==> config.mk <==
export PLATFORM = sky130hd
export DESIGN_NAME = usb_control_endpoint_responder_core
export DESIGN_NICKNAME = d
export VERILOG_FILES = /design/src/design/ucer_pkg.sv /design/src/design/usb_control_endpoint_responder_core.sv
export SDC_FILE = /design/constraint.sdc
export NUM_CORES = 1
export LEC_CHECK = 0
export BUFFER_PORTS_ARGS = -buffer_cell sky130_fd_sc_hd__buf_2
export CAP_MARGIN = 20
export CELL_PAD_IN_SITES_DETAIL_PLACEMENT = 1
export CELL_PAD_IN_SITES_GLOBAL_PLACEMENT = 1
export CORE_MARGIN = 2
export CORE_UTILIZATION = 48
export DETAILED_ROUTE_END_ITERATION = 10
export GPL_ROUTABILITY_DRIVEN = 0
export PLACE_DENSITY_LB_ADDON = 0.1
export SYNTH_ARGS = -nofsm -noshare
export SYNTH_HDL_FRONTEND = slang
export SYNTH_SLANG_ARGS = --single-unit
==> constraint.sdc <==
create_clock -name clk -period 7.1 [get_ports clk]
set_input_delay 0.355 -clock clk [delete_from_list [all_inputs] [get_ports clk]]
set_output_delay 0.355 -clock clk [all_outputs]
set_load 0.01 [all_outputs]
==> src/design/ucer_pkg.sv <==
`timescale 1ns / 1ps
// ----------------------------------------------------------------------------
// ucer_pkg
// shared types, request codes and descriptor table for the ep0 responder
// ----------------------------------------------------------------------------
package ucer_pkg;

    typedef enum logic [1:0] {
        CMD_SETUP   = 2'd0,
        CMD_IN_DONE = 2'd1,
        CMD_BUS_RST = 2'd2,
        CMD_SUSPEND = 2'd3
    } cmd_t;

    typedef enum logic [1:0] {
        HS_ACK      = 2'd0,
        HS_NAK_TX   = 2'd1,
        HS_STALL    = 2'd2,
        HS_NOCHANGE = 2'd3
    } hs_t;

    localparam logic [7:0] REQ_GET_STATUS    = 8'h00;
    localparam logic [7:0] REQ_CLEAR_FEATURE = 8'h01;
    localparam logic [7:0] REQ_SET_ADDRESS   = 8'h05;
    localparam logic [7:0] REQ_GET_DESC      = 8'h06;
    localparam logic [7:0] REQ_GET_CONFIG    = 8'h08;
    localparam logic [7:0] REQ_SET_CONFIG    = 8'h09;
    localparam logic [7:0] REQ_GET_IFACE     = 8'h0a;
    localparam logic [7:0] CLS_SET_REPORT    = 8'h09;
    localparam logic [7:0] CLS_SET_IDLE      = 8'h0a;

    localparam logic [7:0] DT_DEVICE = 8'h01;
    localparam logic [7:0] DT_CONFIG = 8'h02;
    localparam logic [7:0] DT_STRING = 8'h03;
    localparam logic [7:0] DT_REPORT = 8'h22;

    localparam logic [4:0] RCPT_ENDPOINT = 5'd2;

    localparam logic [7:0] EP1_IN  = 8'h81;
    localparam logic [7:0] EP1_OUT = 8'h01;
    localparam logic [7:0] EP2_IN  = 8'h82;
    localparam logic [7:0] EP2_OUT = 8'h02;

    localparam logic [7:0] EPB_RESET = 8'hAA;

    localparam logic [7:0] OFS_DEV   = 8'd0;
    localparam logic [7:0] OFS_CFG   = 8'd18;
    localparam logic [7:0] OFS_LANG  = 8'd100;
    localparam logic [7:0] OFS_MANU  = 8'd104;
    localparam logic [7:0] OFS_PROD  = 8'd118;
    localparam logic [7:0] OFS_KEY   = 8'd128;
    localparam logic [7:0] OFS_MOUSE = 8'd190;

    localparam logic [15:0] LEN_DEV   = 16'd18;
    localparam logic [15:0] LEN_CFG   = 16'd82;
    localparam logic [15:0] LEN_LANG  = 16'd4;
    localparam logic [15:0] LEN_MANU  = 16'd14;
    localparam logic [15:0] LEN_PROD  = 16'd10;
    localparam logic [15:0] LEN_KEY   = 16'd62;
    localparam logic [15:0] LEN_MOUSE = 16'd52;

    localparam int          DESC_LEN     = 242;
    localparam logic [9:0]  PKT_SIZE_POS = 10'd7;

    // byte at the packet size position is patched by the core
    localparam logic [7:0] DESC_ROM [0:DESC_LEN-1] = '{
        8'h12, 8'h01, 8'h10, 8'h01, 8'h00, 8'h00, 8'h00, 8'h00,
        8'h4A, 8'h43, 8'h40, 8'h55, 8'h01, 8'h01, 8'h01, 8'h02, 8'h00, 8'h01,
        8'h09, 8'h02, 8'h52, 8'h00, 8'h03, 8'h01, 8'h00, 8'h80, 8'h32,
        8'h09, 8'h04, 8'h00, 8'h00, 8'h01, 8'h03, 8'h01, 8'h01, 8'h00,
        8'h09, 8'h21, 8'h11, 8'h01, 8'h00, 8'h01, 8'h22, 8'h3e, 8'h00,
        8'h07, 8'h05, 8'h81, 8'h03, 8'h08, 8'h00, 8'h0A,
        8'h09, 8'h04, 8'h01, 8'h00, 8'h01, 8'h03, 8'h01, 8'h02, 8'h00,
        8'h09, 8'h21, 8'h10, 8'h01, 8'h00, 8'h01, 8'h22, 8'h34, 8'h00,
        8'h07, 8'h05, 8'h82, 8'h03, 8'h04, 8'h00, 8'h0A,
        8'h09, 8'h04, 8'h02, 8'h00, 8'h02, 8'h00, 8'h00, 8'h00, 8'h00,
        8'h07, 8'h05, 8'h83, 8'h02, 8'h40, 8'h00, 8'h00,
        8'h07, 8'h05, 8'h03, 8'h02, 8'h40, 8'h00, 8'h00,
        8'h04, 8'h03, 8'h09, 8'h04,
        8'h0E, 8'h03, 8'h6c, 8'h00, 8'h61, 8'h00, 8'h62, 8'h00, 8'h34, 8'h00,
        8'h31, 8'h00, 8'h38, 8'h00,
        8'h0A, 8'h03, 8'h54, 8'h00, 8'h50, 8'h00, 8'h37, 8'h00, 8'h38, 8'h00,
        8'h05, 8'h01, 8'h09, 8'h06, 8'hA1, 8'h01, 8'h05, 8'h07, 8'h19, 8'he0,
        8'h29, 8'he7, 8'h15, 8'h00, 8'h25,
        8'h01, 8'h75, 8'h01, 8'h95, 8'h08, 8'h81, 8'h02, 8'h95, 8'h01, 8'h75,
        8'h08, 8'h81, 8'h01, 8'h95, 8'h03,
        8'h75, 8'h01, 8'h05, 8'h08, 8'h19, 8'h01, 8'h29, 8'h03, 8'h91, 8'h02,
        8'h95, 8'h05, 8'h75, 8'h01, 8'h91,
        8'h01, 8'h95, 8'h06, 8'h75, 8'h08, 8'h26, 8'hff, 8'h00, 8'h05, 8'h07,
        8'h19, 8'h00, 8'h29, 8'h91, 8'h81,
        8'h00, 8'hC0,
        8'h05, 8'h01, 8'h09, 8'h02, 8'hA1, 8'h01, 8'h09, 8'h01, 8'hA1, 8'h00,
        8'h05, 8'h09, 8'h19, 8'h01, 8'h29,
        8'h03, 8'h15, 8'h00, 8'h25, 8'h01, 8'h75, 8'h01, 8'h95, 8'h03, 8'h81,
        8'h02, 8'h75, 8'h05, 8'h95, 8'h01,
        8'h81, 8'h01, 8'h05, 8'h01, 8'h09, 8'h30, 8'h09, 8'h31, 8'h09, 8'h38,
        8'h15, 8'h81, 8'h25, 8'h7f, 8'h75,
        8'h08, 8'h95, 8'h03, 8'h81, 8'h06, 8'hC0, 8'hC0
    };

    function automatic logic [7:0] desc_byte(input logic [9:0] idx);
        logic [7:0] b;
        b = 8'h00;
        if (idx < 10'(DESC_LEN))
        begin
            b = DESC_ROM[idx[7:0]];
        end
        return b;
    endfunction

endpackage

==> src/design/usb_control_endpoint_responder_core.sv <==
`timescale 1ns / 1ps
// ----------------------------------------------------------------------------
// usb_control_endpoint_responder_core
// endpoint 0 control responder with a fixed descriptor rom
// ----------------------------------------------------------------------------
// s_axis carries one ep0 event per transaction: setup packet, in token done,
// bus reset or suspend change (kind in s_axis_tuser). m_axis returns the
// results of that event: one transaction per payload byte, or a single
// transaction with byte_valid low when nothing is sent; tlast marks the last.
// state is updated in the cycle the event is accepted. descriptor bytes come
// out of the descriptor rom; each read is registered into a holding register
// ahead of the output register. results then follow at one byte per cycle
// while the receiver takes them, up to EP0_PACKET_SIZE bytes per event.
// the rom read port sets that rate. a new event is taken once the last read
// of the previous one has moved into the output register.
// a stalled receiver holds the output register and the pending rom read;
// nothing is dropped. reset (rst_n low) returns address, configuration,
// toggles and endpoint flags to their defaults and empties the pipeline.
// ----------------------------------------------------------------------------
module usb_control_endpoint_responder_core
    import ucer_pkg::*;
#(
    parameter int EP0_PACKET_SIZE = 64,
    parameter int ROM_DEPTH       = 256
)
(
    input  logic        clk,
    input  logic        rst_n,
    input  logic        s_axis_tvalid,
    output logic        s_axis_tready,
    // request_type, request_code, request_value, request_index,
    // request_length, suspended, zero pad
    input  logic [71:0] s_axis_tdata,
    // command
    input  logic [1:0]  s_axis_tuser,
    output logic        m_axis_tvalid,
    input  logic        m_axis_tready,
    // handshake, ep0_toggle, tx_length, data_byte, device_address,
    // configuration_value, ready_flag, endpoint_flags, zero pad
    output logic [47:0] m_axis_tdata,
    // byte_valid
    output logic        m_axis_tuser,
    output logic        m_axis_tlast
);

    localparam int AW = $clog2(ROM_DEPTH);
    localparam int SW = (AW > 9) ? AW + 1 : 10;
    localparam logic [15:0] PKT = 16'(EP0_PACKET_SIZE);

    logic [7:0]  pend_reg, pend_next;
    logic [15:0] rem_reg, rem_next;
    logic [7:0]  romp_reg, romp_next;
    logic [7:0]  cfg_reg, cfg_next;
    logic [6:0]  addr_reg, addr_next;
    logic        tog_reg, tog_next;
    logic        rdy_reg, rdy_next;
    logic [7:0]  epb_reg, epb_next;

    logic [1:0]  ev_hs_reg, ev_hs_next;
    logic [6:0]  ev_len_reg, ev_len_next;
    logic        ev_rom_reg, ev_rom_next;
    logic [7:0]  ev_base_reg, ev_base_next;
    logic [7:0]  ev_pay0_reg, ev_pay0_next;
    logic [6:0]  ev_cnt_reg, ev_cnt_next;

    logic [6:0]  iss_idx_reg, iss_idx_next;
    logic        iss_busy_reg, iss_busy_next;

    logic        q_valid_reg;
    logic [7:0]  q_data_reg;
    logic        q_last_reg;

    logic        out_valid_reg;
    logic [47:0] out_data_reg;
    logic        out_bv_reg;
    logic        out_last_reg;

    logic        s_acc;
    logic        advance;
    logic        issue;
    logic        iss_last;
    logic [SW-1:0] rom_sum;
    logic [SW-1:0] rom_wrap;
    logic [AW-1:0] rom_addr;
    logic [7:0]  rom_val;

    cmd_t        cmd;
    logic [7:0]  rtype;
    logic [7:0]  rcode;
    logic [15:0] rvalue;
    logic [15:0] rindex;
    logic [15:0] rlength;
    logic        rsusp;

    assign cmd     = cmd_t'(s_axis_tuser);
    assign rtype   = s_axis_tdata[7:0];
    assign rcode   = s_axis_tdata[15:8];
    assign rvalue  = s_axis_tdata[31:16];
    assign rindex  = s_axis_tdata[47:32];
    assign rlength = s_axis_tdata[63:48];
    assign rsusp   = s_axis_tdata[64];

    assign s_axis_tready = !iss_busy_reg && !q_valid_reg;
    assign s_acc         = s_axis_tvalid && s_axis_tready;
    assign advance       = q_valid_reg && (!out_valid_reg || m_axis_tready);
    assign issue         = iss_busy_reg && (!q_valid_reg || advance);
    assign iss_last      = (iss_idx_reg == ev_cnt_reg - 7'd1);

    // rom address wraps within the rom depth
    assign rom_sum  = SW'(ev_base_reg) + SW'(iss_idx_reg);
    assign rom_wrap = (rom_sum >= SW'(ROM_DEPTH)) ? rom_sum - SW'(ROM_DEPTH) : rom_sum;
    assign rom_addr = rom_wrap[AW-1:0];

    always_comb
    begin
        if (10'(rom_addr) == PKT_SIZE_POS)
        begin
            rom_val = PKT[7:0];
        end
        else
        begin
            rom_val = desc_byte(10'(rom_addr));
        end
    end

    // event decode and state update
    always_comb
    begin
        logic [15:0] rem_v;
        logic [15:0] dlen;
        logic [7:0]  base_v;
        logic        err;
        logic [6:0]  n_v;
        logic        rom_v;
        logic [7:0]  pay0_v;
        logic [1:0]  hs_v;

        pend_next    = pend_reg;
        rem_next     = rem_reg;
        romp_next    = romp_reg;
        cfg_next     = cfg_reg;
        addr_next    = addr_reg;
        tog_next     = tog_reg;
        rdy_next     = rdy_reg;
        epb_next     = epb_reg;
        ev_hs_next   = ev_hs_reg;
        ev_len_next  = ev_len_reg;
        ev_rom_next  = ev_rom_reg;
        ev_base_next = ev_base_reg;
        ev_pay0_next = ev_pay0_reg;
        ev_cnt_next  = ev_cnt_reg;

        rem_v  = rlength;
        dlen   = 16'd0;
        base_v = romp_reg;
        err    = 1'b0;
        n_v    = 7'd0;
        rom_v  = 1'b0;
        pay0_v = 8'd0;
        hs_v   = HS_NOCHANGE;

        if (s_acc)
        begin
            unique case (cmd)
                CMD_SETUP:
                begin
                    tog_next  = 1'b1;
                    pend_next = rcode;
                    if (rtype[6:5] != 2'b00)
                    begin
                        if (rcode != CLS_SET_IDLE && rcode != CLS_SET_REPORT)
                        begin
                            err = 1'b1;
                        end
                    end
                    else
                    begin
                        unique case (rcode)
                            REQ_GET_DESC:
                            begin
                                unique case (rvalue[15:8])
                                    DT_DEVICE:
                                    begin
                                        base_v = OFS_DEV;
                                        dlen   = LEN_DEV;
                                    end
                                    DT_CONFIG:
                                    begin
                                        base_v = OFS_CFG;
                                        dlen   = LEN_CFG;
                                    end
                                    DT_REPORT:
                                    begin
                                        if (rindex[7:0] == 8'd0)
                                        begin
                                            base_v = OFS_KEY;
                                            dlen   = LEN_KEY;
                                        end
                                        else if (rindex[7:0] == 8'd1)
                                        begin
                                            base_v   = OFS_MOUSE;
                                            dlen     = LEN_MOUSE;
                                            rdy_next = 1'b1;
                                        end
                                        else
                                        begin
                                            err = 1'b1;
                                        end
                                    end
                                    DT_STRING:
                                    begin
                                        if (rvalue[7:0] == 8'd0)
                                        begin
                                            base_v = OFS_LANG;
                                            dlen   = LEN_LANG;
                                        end
                                        else if (rvalue[7:0] == 8'd1)
                                        begin
                                            base_v = OFS_MANU;
                                            dlen   = LEN_MANU;
                                        end
                                        else if (rvalue[7:0] == 8'd2)
                                        begin
                                            base_v = OFS_PROD;
                                            dlen   = LEN_PROD;
                                        end
                                        else
                                        begin
                                            err = 1'b1;
                                        end
                                    end
                                    default:
                                    begin
                                        err = 1'b1;
                                    end
                                endcase
                                if (rem_v > dlen)
                                begin
                                    rem_v = dlen;
                                end
                                n_v       = (rem_v > PKT) ? PKT[6:0] : rem_v[6:0];
                                romp_next = base_v + 8'(n_v);
                                rom_v     = 1'b1;
                            end
                            REQ_SET_ADDRESS:
                            begin
                                rem_v = {8'd0, rvalue[7:0]};
                            end
                            REQ_GET_CONFIG:
                            begin
                                pay0_v = cfg_reg;
                                if (rem_v > 16'd1)
                                begin
                                    rem_v = 16'd1;
                                end
                            end
                            REQ_SET_CONFIG:
                            begin
                                cfg_next = rvalue[7:0];
                            end
                            REQ_CLEAR_FEATURE:
                            begin
                                if (rtype[4:0] == RCPT_ENDPOINT)
                                begin
                                    unique case (rindex[7:0])
                                        EP2_IN:  epb_next = (epb_reg & ~8'h10) | 8'h20;
                                        EP2_OUT: epb_next = (epb_reg & ~8'h40) | 8'h80;
                                        EP1_IN:  epb_next = (epb_reg & ~8'h01) | 8'h02;
                                        EP1_OUT: epb_next = (epb_reg & ~8'h04) | 8'h08;
                                        default: err = 1'b1;
                                    endcase
                                end
                                else
                                begin
                                    err = 1'b1;
                                end
                            end
                            REQ_GET_IFACE:
                            begin
                                if (rem_v > 16'd1)
                                begin
                                    rem_v = 16'd1;
                                end
                            end
                            REQ_GET_STATUS:
                            begin
                                if (rem_v > 16'd2)
                                begin
                                    rem_v = 16'd2;
                                end
                            end
                            default:
                            begin
                                err = 1'b1;
                            end
                        endcase
                    end
                    n_v = 7'd0;
                    if (err)
                    begin
                        hs_v = HS_STALL;
                    end
                    else
                    begin
                        hs_v = HS_ACK;
                        if (rtype[7])
                        begin
                            n_v   = (rem_v > PKT) ? PKT[6:0] : rem_v[6:0];
                            rem_v = rem_v - 16'(n_v);
                        end
                    end
                    rem_next = rem_v;
                end
                CMD_IN_DONE:
                begin
                    if (pend_reg == REQ_GET_DESC)
                    begin
                        n_v       = (rem_reg > PKT) ? PKT[6:0] : rem_reg[6:0];
                        rem_next  = rem_reg - 16'(n_v);
                        romp_next = romp_reg + 8'(n_v);
                        tog_next  = !tog_reg;
                        rom_v     = 1'b1;
                        hs_v      = HS_NOCHANGE;
                    end
                    else
                    begin
                        if (pend_reg == REQ_SET_ADDRESS)
                        begin
                            addr_next = rem_reg[6:0];
                        end
                        tog_next = 1'b0;
                        hs_v     = HS_NAK_TX;
                    end
                end
                CMD_BUS_RST:
                begin
                    addr_next = 7'd0;
                    tog_next  = 1'b0;
                    epb_next  = EPB_RESET;
                    hs_v      = HS_NAK_TX;
                end
                CMD_SUSPEND:
                begin
                    if (rsusp)
                    begin
                        rdy_next = 1'b0;
                    end
                    hs_v = HS_NOCHANGE;
                end
                default:
                begin
                    hs_v = HS_NOCHANGE;
                end
            endcase
            ev_hs_next   = hs_v;
            ev_len_next  = n_v;
            ev_rom_next  = rom_v;
            ev_base_next = base_v;
            ev_pay0_next = pay0_v;
            ev_cnt_next  = (n_v == 7'd0) ? 7'd1 : n_v;
        end
    end

    always_comb
    begin
        iss_idx_next  = iss_idx_reg;
        iss_busy_next = iss_busy_reg;
        if (s_acc)
        begin
            iss_idx_next  = 7'd0;
            iss_busy_next = 1'b1;
        end
        else if (issue)
        begin
            iss_idx_next = iss_idx_reg + 7'd1;
            if (iss_last)
            begin
                iss_busy_next = 1'b0;
            end
        end
    end

    always_ff @(posedge clk or negedge rst_n)
    begin
        if (!rst_n)
        begin
            pend_reg      <= 8'd0;
            rem_reg       <= 16'd0;
            romp_reg      <= 8'd0;
            cfg_reg       <= 8'd0;
            addr_reg      <= 7'd0;
            tog_reg       <= 1'b0;
            rdy_reg       <= 1'b0;
            epb_reg       <= EPB_RESET;
            iss_idx_reg   <= 7'd0;
            iss_busy_reg  <= 1'b0;
            q_valid_reg   <= 1'b0;
            out_valid_reg <= 1'b0;
        end
        else
        begin
            pend_reg     <= pend_next;
            rem_reg      <= rem_next;
            romp_reg     <= romp_next;
            cfg_reg      <= cfg_next;
            addr_reg     <= addr_next;
            tog_reg      <= tog_next;
            rdy_reg      <= rdy_next;
            epb_reg      <= epb_next;
            iss_idx_reg  <= iss_idx_next;
            iss_busy_reg <= iss_busy_next;
            if (issue)
            begin
                q_valid_reg <= 1'b1;
            end
            else if (advance)
            begin
                q_valid_reg <= 1'b0;
            end
            if (advance)
            begin
                out_valid_reg <= 1'b1;
            end
            else if (m_axis_tready)
            begin
                out_valid_reg <= 1'b0;
            end
        end
    end

    // event context and payload path
    always_ff @(posedge clk)
    begin
        ev_hs_reg   <= ev_hs_next;
        ev_len_reg  <= ev_len_next;
        ev_rom_reg  <= ev_rom_next;
        ev_base_reg <= ev_base_next;
        ev_pay0_reg <= ev_pay0_next;
        ev_cnt_reg  <= ev_cnt_next;
        if (issue)
        begin
            if (ev_rom_reg)
            begin
                q_data_reg <= rom_val;
            end
            else if (iss_idx_reg == 7'd0)
            begin
                q_data_reg <= ev_pay0_reg;
            end
            else
            begin
                q_data_reg <= 8'd0;
            end
            q_last_reg <= iss_last;
        end
        if (advance)
        begin
            out_data_reg <= {6'd0, epb_reg, rdy_reg, cfg_reg, addr_reg,
                             (ev_len_reg != 7'd0) ? q_data_reg : 8'd0,
                             ev_len_reg, tog_reg, ev_hs_reg};
            out_bv_reg   <= (ev_len_reg != 7'd0);
            out_last_reg <= q_last_reg;
        end
    end

    assign m_axis_tvalid = out_valid_reg;
    assign m_axis_tdata  = out_data_reg;
    assign m_axis_tuser  = out_bv_reg;
    assign m_axis_tlast  = out_last_reg;

endmodule

==> flow_metrics.tcl, run 1 <==
set metrics [dict create \
    crit_type "in -> reg" \
    slowest_stage "nor4b_1" \
    cts_tree "built" \
    cts_setup_buffers 0 \
    numCtsBuffers 17 \
    worstSkewPairLatency_ns 0.44 \
    fp.dieArea_um2 23400 \
    ys_types 81 \
    p_comb_share_pct 57.8 \
    worst_setup_path_start_kind "input pin" \
    fp.dieW_um 153 \
    fin_crit_sh_pct 77.6 \
    fmaxAchievable_ghz 0.181 \
    intPower_mw 2.72 \
    switchingPower_mw 2.80 \
    grt.met3_usage_pct 5.53 \
    die_y_um 153 \
    syn_to_final_growth_pct 13.1 \
    crit_chain "buf_2, nor4b_1, nand3_1, nor2_1, inv_1, o32ai_1, inv_1, ha_1, a21oi_1, a21oi_1, o31a_1, nor2_1, or2_2, nor2_1, ha_1, a21o_1, a21oi_1, o21bai_1, a21oi_1, o21bai_1, a21oi_1, xor2_1, o22ai_1, a21oi_1" \
    ys.flop_type "edfxtp_1" \
    cts-resized-gates 0 \
    fin_crit_ns 5.51 \
    grtUsageTotal_pct 32.3 \
    busiest_layer "met2" \
    num_vias 10600 \
    r2r_slack_ns 2.84 \
    drive_gt1_share_pct 15.0 \
    hold_viol_final 0 \
    avgSynthCellArea_um2 8.53 \
    antenna_found_initial 0 \
    wl_mm 37.7 \
    cts_root_buf "clkbuf_16" \
    pwr-share-clk_pct 16.9 \
    cts_hold_buf 0 \
    largest_reg_flops 38 \
    clkTransAtPathRegs_ns 0.07 \
    tns_ns 0 \
    htree_levels 4 \
    switching_share_pct 50.7 \
    drc_errors 0 \
    grt_max_degree 64 \
    wl_per_cell_um 23.3 \
    tightest_slew_ns 1.12 \
    overflow 0 \
    vias_per_cell 6.57 \
    initial_core_util_pct 48.8 \
    drt_first_pass_iters 5 \
    crit_path_end_kind "register" \
    cpMostUsedCell "a21oi_1" \
    fp.coreArea_um2 21800 \
    syn_area_um2 10700 \
    slew_headroom_pct 25.4 \
    maxCapViolCount 0 \
    whs_ns 0.133 \
    hpwl_mm 26.8 \
    grt_pass1_wl_mm 60.4 \
    yosysSeqAreaShare_pct 37.9 \
    worstPathArrival_ns 5.87 \
    p_seq_share_pct 25.4 \
    antenna_cells 0 \
    drv_slew 0 \
    clock-sinks 145 \
    synth_seq_cells 145 \
    grtUsageMet2_pct 53.7 \
    num_rows 54 \
    status "finished, final reports clean" \
    path_max_fanout 9 \
    power_density_nw_per_um2 458 \
    skew_ns 0.0155 \
    syn_inst 1250 \
    ios 130 \
    slowest_delay_ns 0.71 \
    rsz0062_at_grt "false" \
    yosys_warnings 0 \
    clockBufferDepth 2 \
    grt_pass1_vias 10700 \
    ys_async_sr_fraction_pct 43.4 \
    power_leakage_nw 4.80 \
    synth_edf_count 82 \
    hold_path.class "in -> async" \
    irDropWorstVdd_mv 0.216 \
    io_buffers 104 \
    use_met1_pct 42.8 \
    ant_nets 0 \
    drt_iter0_drc 1154 \
    critPathRequiredTime_ns 7.46 \
    setup_violations 0 \
    nets 1444 \
]
cell usage after synthesis (19+ instances only):
master,n,share of area [%]
nor2_1,118,4.2
inv_1,47,1.7
nor3_1,42,2.0
dfrtp_1,59,14
a21oi_1,83,3.9
a31oi_1,20,1.2
nand3_1,35,1.6
clkbuf_1,61,2.1
and2_1,25,1.5
o21ai_0,100,4.7
ha_1,39,4.6
xnor2_1,28,2.3
nor4_1,19,1.1
o22ai_1,19,1.1
nand2_1,145,5.1
edfxtp_1,82,23
power by group through the flow:
stage                     registers [mW]  logic (mW)  clock network (mW)
after floorplan                     1.37        2.13                   0
after global placement              1.40        3.00                   0
final                               1.40        3.19               0.931
after CTS                           1.39        3.10               0.936
after global routing                1.43        3.46               0.969
after detailed placement            1.41        3.07                   0
through the flow:
step	setup slack (ns)	util [%]	power (mW)	cell area (µm²)	cells
after floorplan	2.46	-	3.50	10700	1260
after global placement	1.51	52.4	4.40	11400	1585
after detailed placement	1.30	52.4	4.48	11400	1585
after CTS	1.62	55.2	5.43	12000	1617
after global routing	0.965	55.2	5.86	12100	1617
final	1.59	55.2	5.52	12100	1617
path summary, 6_finish.rpt:
check / start / to / cells after the start
setup / recovery: s_axis_tdata[24] / romp_reg[7] / 24
hold / removal: rst_n / romp_reg[6] / 2
setup reg to reg: iss_idx_reg[0] / q_data_reg[2] / 11
hold reg to reg: ev_hs_reg[0] / m_axis_tdata[0] / 0
max in group asynchronous: rst_n / iss_idx_reg[0] / 2
min in group clk: s_axis_tdata[13] / pend_reg[5] / 3
layer usage:
layer  up-vias  part of all wire, %
met5         -                    0
met4         0                  3.2
met3        87                  7.5
met2       502                   48
met1      5211                   42
li1       4829                    -
cell usage in the layout (no fill, tap or decap), types with 7 or more instances in the layout:
master,synthesis,layout
a31oi_1,20,20
nand2b_1,11,11
edfxtp_1,82,82
mux2_2,13,13
ha_1,39,39
o22ai_1,19,19
o21ai_0,100,100
a221oi_1,11,11
nor4_1,19,17
xor2_1,14,12
buf_2,0,104
nand2_1,145,145
xnor2_1,28,23
a21oi_1,83,83
clkbuf_16,0,17
nand3_1,35,35
inv_1,47,47
a211oi_1,17,17
o21bai_1,11,11
conb_1,2,12
nand4_1,10,10
nor2_1,118,118
buf_4,11,19
or4_1,9,9
and2_1,25,24
nor2b_1,7,7
o211ai_1,18,18
a21o_1,13,13
or3_1,8,8
a32o_1,12,12
nor3_1,42,42
dfrtp_1,59,59
o31ai_1,10,10
and3_1,11,11
cells by family (layout without fill, tap and decap cells):
logic type               Yosys count  count (layout)  share of synthesized area, %
buffers and inverters            126             203                          4.97
flip-flops                       145             145                          37.9
other                              2              12                        0.0705
XOR/XNOR                          42              42                          3.45
adder cells (fa/ha/maj)           42              42                          5.14
multiplexers                      16              16                          1.66
AO/OA/AOI/OAI                    397             397                          24.6
AND/OR/NAND/NOR                  480             480                          22.2
worst max-delay path: cells and delay by family:
| family | cells | cell delay, ns |
|---|---|---|
| xor+xnor | 1 | 0.15 |
| simple gates | 6 | 1.79 |
| fa+ha+maj | 2 | 0.60 |
| compound gates | 12 | 2.59 |
| buf+inv | 3 | 0.38 |
cell type report:
cell class | instances | area (µm²)
clock inverter | 15 | 188
timing repair buffer | 123 | 663
sequential | 145 | 4040
clock buffer | 17 | 425
multi-input combinational | 989 | 6200
inverter | 48 | 180
tap | 280 | 350
fill | 2631 | 9770
Note: power is estimated with default switching activity, not from simulation.
==> run 2, diff against run 1 <==
CORE_UTILIZATION = 41   (was 48)
clock period = 5.01 ns   (was 7.1 ns; I/O delays follow)
==> flow_metrics.tcl, run 2 (same netlist as run 1, synthesis figures left out) <==
set metrics [dict create \
    grt_pass1_vias 10600 \
    wl_met2_mm 18.1 \
    num_vias 10600 \
    overflow 0 \
    rr_startpoint "iss_idx_reg[0]" \
    fin_crit_sh_pct 90.1 \
    fin_crit_ns 4.51 \
    drv_slew 0 \
    final_cell_mix "nand2_1, nor2_1, buf_2" \
    drc_errors 0 \
    nets 1483 \
    largest_reg_flops 38 \
    crit_type "in -> reg" \
    fill_cells 3085 \
    clockBufferDepth 2 \
    layout_commonest_cell "nand2_1" \
    path_max_fanout 5 \
    wl_met1_mm 17.3 \
    hold_viol_final 0 \
    p_total_mw 8.07 \
    slew_headroom_pct 20.0 \
    cts_tree "built" \
    fp.dieW_um 165 \
    wl_met3_mm 2.24 \
    worstPathArrival_ns 4.89 \
    antenna_found_initial 0 \
    syn_to_final_growth_pct 16.5 \
    antenna_cells 0 \
    ios 130 \
    p_comb_share_pct 59.4 \
    fmaxAchievable_ghz 0.222 \
    p_seq_share_pct 24.3 \
    ant_nets 0 \
    initial_core_util_pct 41.4 \
    htree_levels 4 \
    grt_pass1_wl_mm 60.2 \
    maxCapViolCount 0 \
    io_buffers 104 \
    die_y_um 165 \
    pwr-share-clk_pct 16.3 \
    irDropWorstVdd_mv 0.362 \
    setup_violations 0 \
    grt_max_degree 64 \
    drt_first_pass_iters 5 \
    clock-sinks 145 \
    tightest_slew_ns 1.19 \
    hold_path.class "in -> reg" \
    num_rows 59 \
    vias_per_cell 6.19 \
    switching_share_pct 50.1 \
    crit_path_end_kind "register" \
    worst_setup_path_start_kind "input pin" \
    seqCellArea_um2 4040 \
    wl_mm 38.7 \
    worstSkewPairLatency_ns 0.45 \
    critPathRequiredTime_ns 5.39 \
    clkTransAtPathRegs_ns 0.08 \
    fp.coreArea_um2 25800 \
    worstHoldStart "s_axis_tdata[13]" \
    drt_iter0_drc 917 \
    crit_start "s_axis_tdata[29]" \
    cts-resized-gates 0 \
    power_leakage_nw 4.99 \
    grtUsageTotal_pct 28.9 \
    cts_root_buf "clkbuf_16" \
    r2r_slack_ns 0.83 \
    numCtsBuffers 17 \
    cts_setup_buffers 0 \
    multiInputGateArea_um2 6190 \
    wl_per_cell_um 22.6 \
    drive_gt1_share_pct 17.4 \
    switchingPower_mw 4.05 \
    status "finished, final reports clean" \
    rsz0062_at_grt "false" \
    intPower_mw 4.02 \
    power_density_nw_per_um2 650 \
    cts_hold_buf 0 \
    fp.dieArea_um2 27300 \
    skew_ns 0.0200 \
    highest_layer "met4" \
    tns_ns 0 \
    hpwl_mm 28.6 \
]
## run 2: cell types whose count changed in the layout (fill, tap and decap cells not counted), sizes merged
| cell | previous run | this run |
|---|---|---|
| inv | 54 | 52 |
| clkinv | 8 | 10 |
| buf | 123 | 162 |
## run 2: cell type report
| type | instances | share of cell area (%) |
|---|---|---|
| Clock buffer | 17 | 3.43 |
| Tap cell | 335 | 3.38 |
| Sequential cell | 145 | 32.6 |
| Clock inverter | 15 | 1.51 |
| Inverter | 48 | 1.45 |
| Multi-Input combinational cell | 989 | 49.9 |
| Timing Repair Buffer | 162 | 7.80 |
## run 2: power by group through the flow
stage	Combinational [mW]	Clock, mW	Sequential, mW
after floorplan	3.02	0	1.94
after global placement	4.61	0	1.97
after detailed placement	4.66	0	1.98
after CTS	4.69	1.33	1.96
after global routing	5.19	1.39	2.01
final	4.80	1.32	1.96
## run 2: critical path: stages
cell and delay (ns):
buf_2 0.11, nor4_1 0.45, nand4_1 0.32, o32ai_1 0.40, inv_1 0.09, ha_1 0.33, nand4b_1 0.09, or4_1 0.47
o31ai_2 0.10, nor3_1 0.09, or2_2 0.29, nor2_1 0.16, ha_1 0.25, a21o_1 0.18, a21oi_1 0.24, o21bai_1 0.11
a21oi_1 0.25, o21bai_1 0.10, a21oi_1 0.18, xor2_1 0.17, o22ai_1 0.10, a21oi_1 0.15
## run 2: per-layer routing
metal | GRT usage, % | vias to the layer above
met5 | 0 | -
met3 | 4.22 | 80
met2 | 47.5 | 422
li1 | - | 4901
met4 | 9.68 | 0
met1 | 39.1 | 5190
## run 2: through the flow
stage          instances  utilization, %  setup slack, ns  hold WS [ns]  cell area (µm²)
2_1_floorplan       1260               -            0.475       -0.0451            10700
3_3_place_gp        1678            45.7            0.253         0.405            11800
3_5_place_dp        1678            45.7            0.124         0.407            11800
4_1_cts             1710            48.1            0.514        0.0117            12400
5_1_grt             1711            48.2           0.0464        0.0263            12400
6_report            1711            48.2            0.496        0.0135            12400
## run 2: worst paths after layout
check,endpoint,cells after the start
worst max-delay path,romp_reg[7],22
worst min register to register,m_axis_tlast,0
min in group asynchronous,romp_reg[7],2
worst min-delay path,pend_reg[5],3
worst max register to register,q_data_reg[2],10
max in group asynchronous,iss_idx_reg[5],2
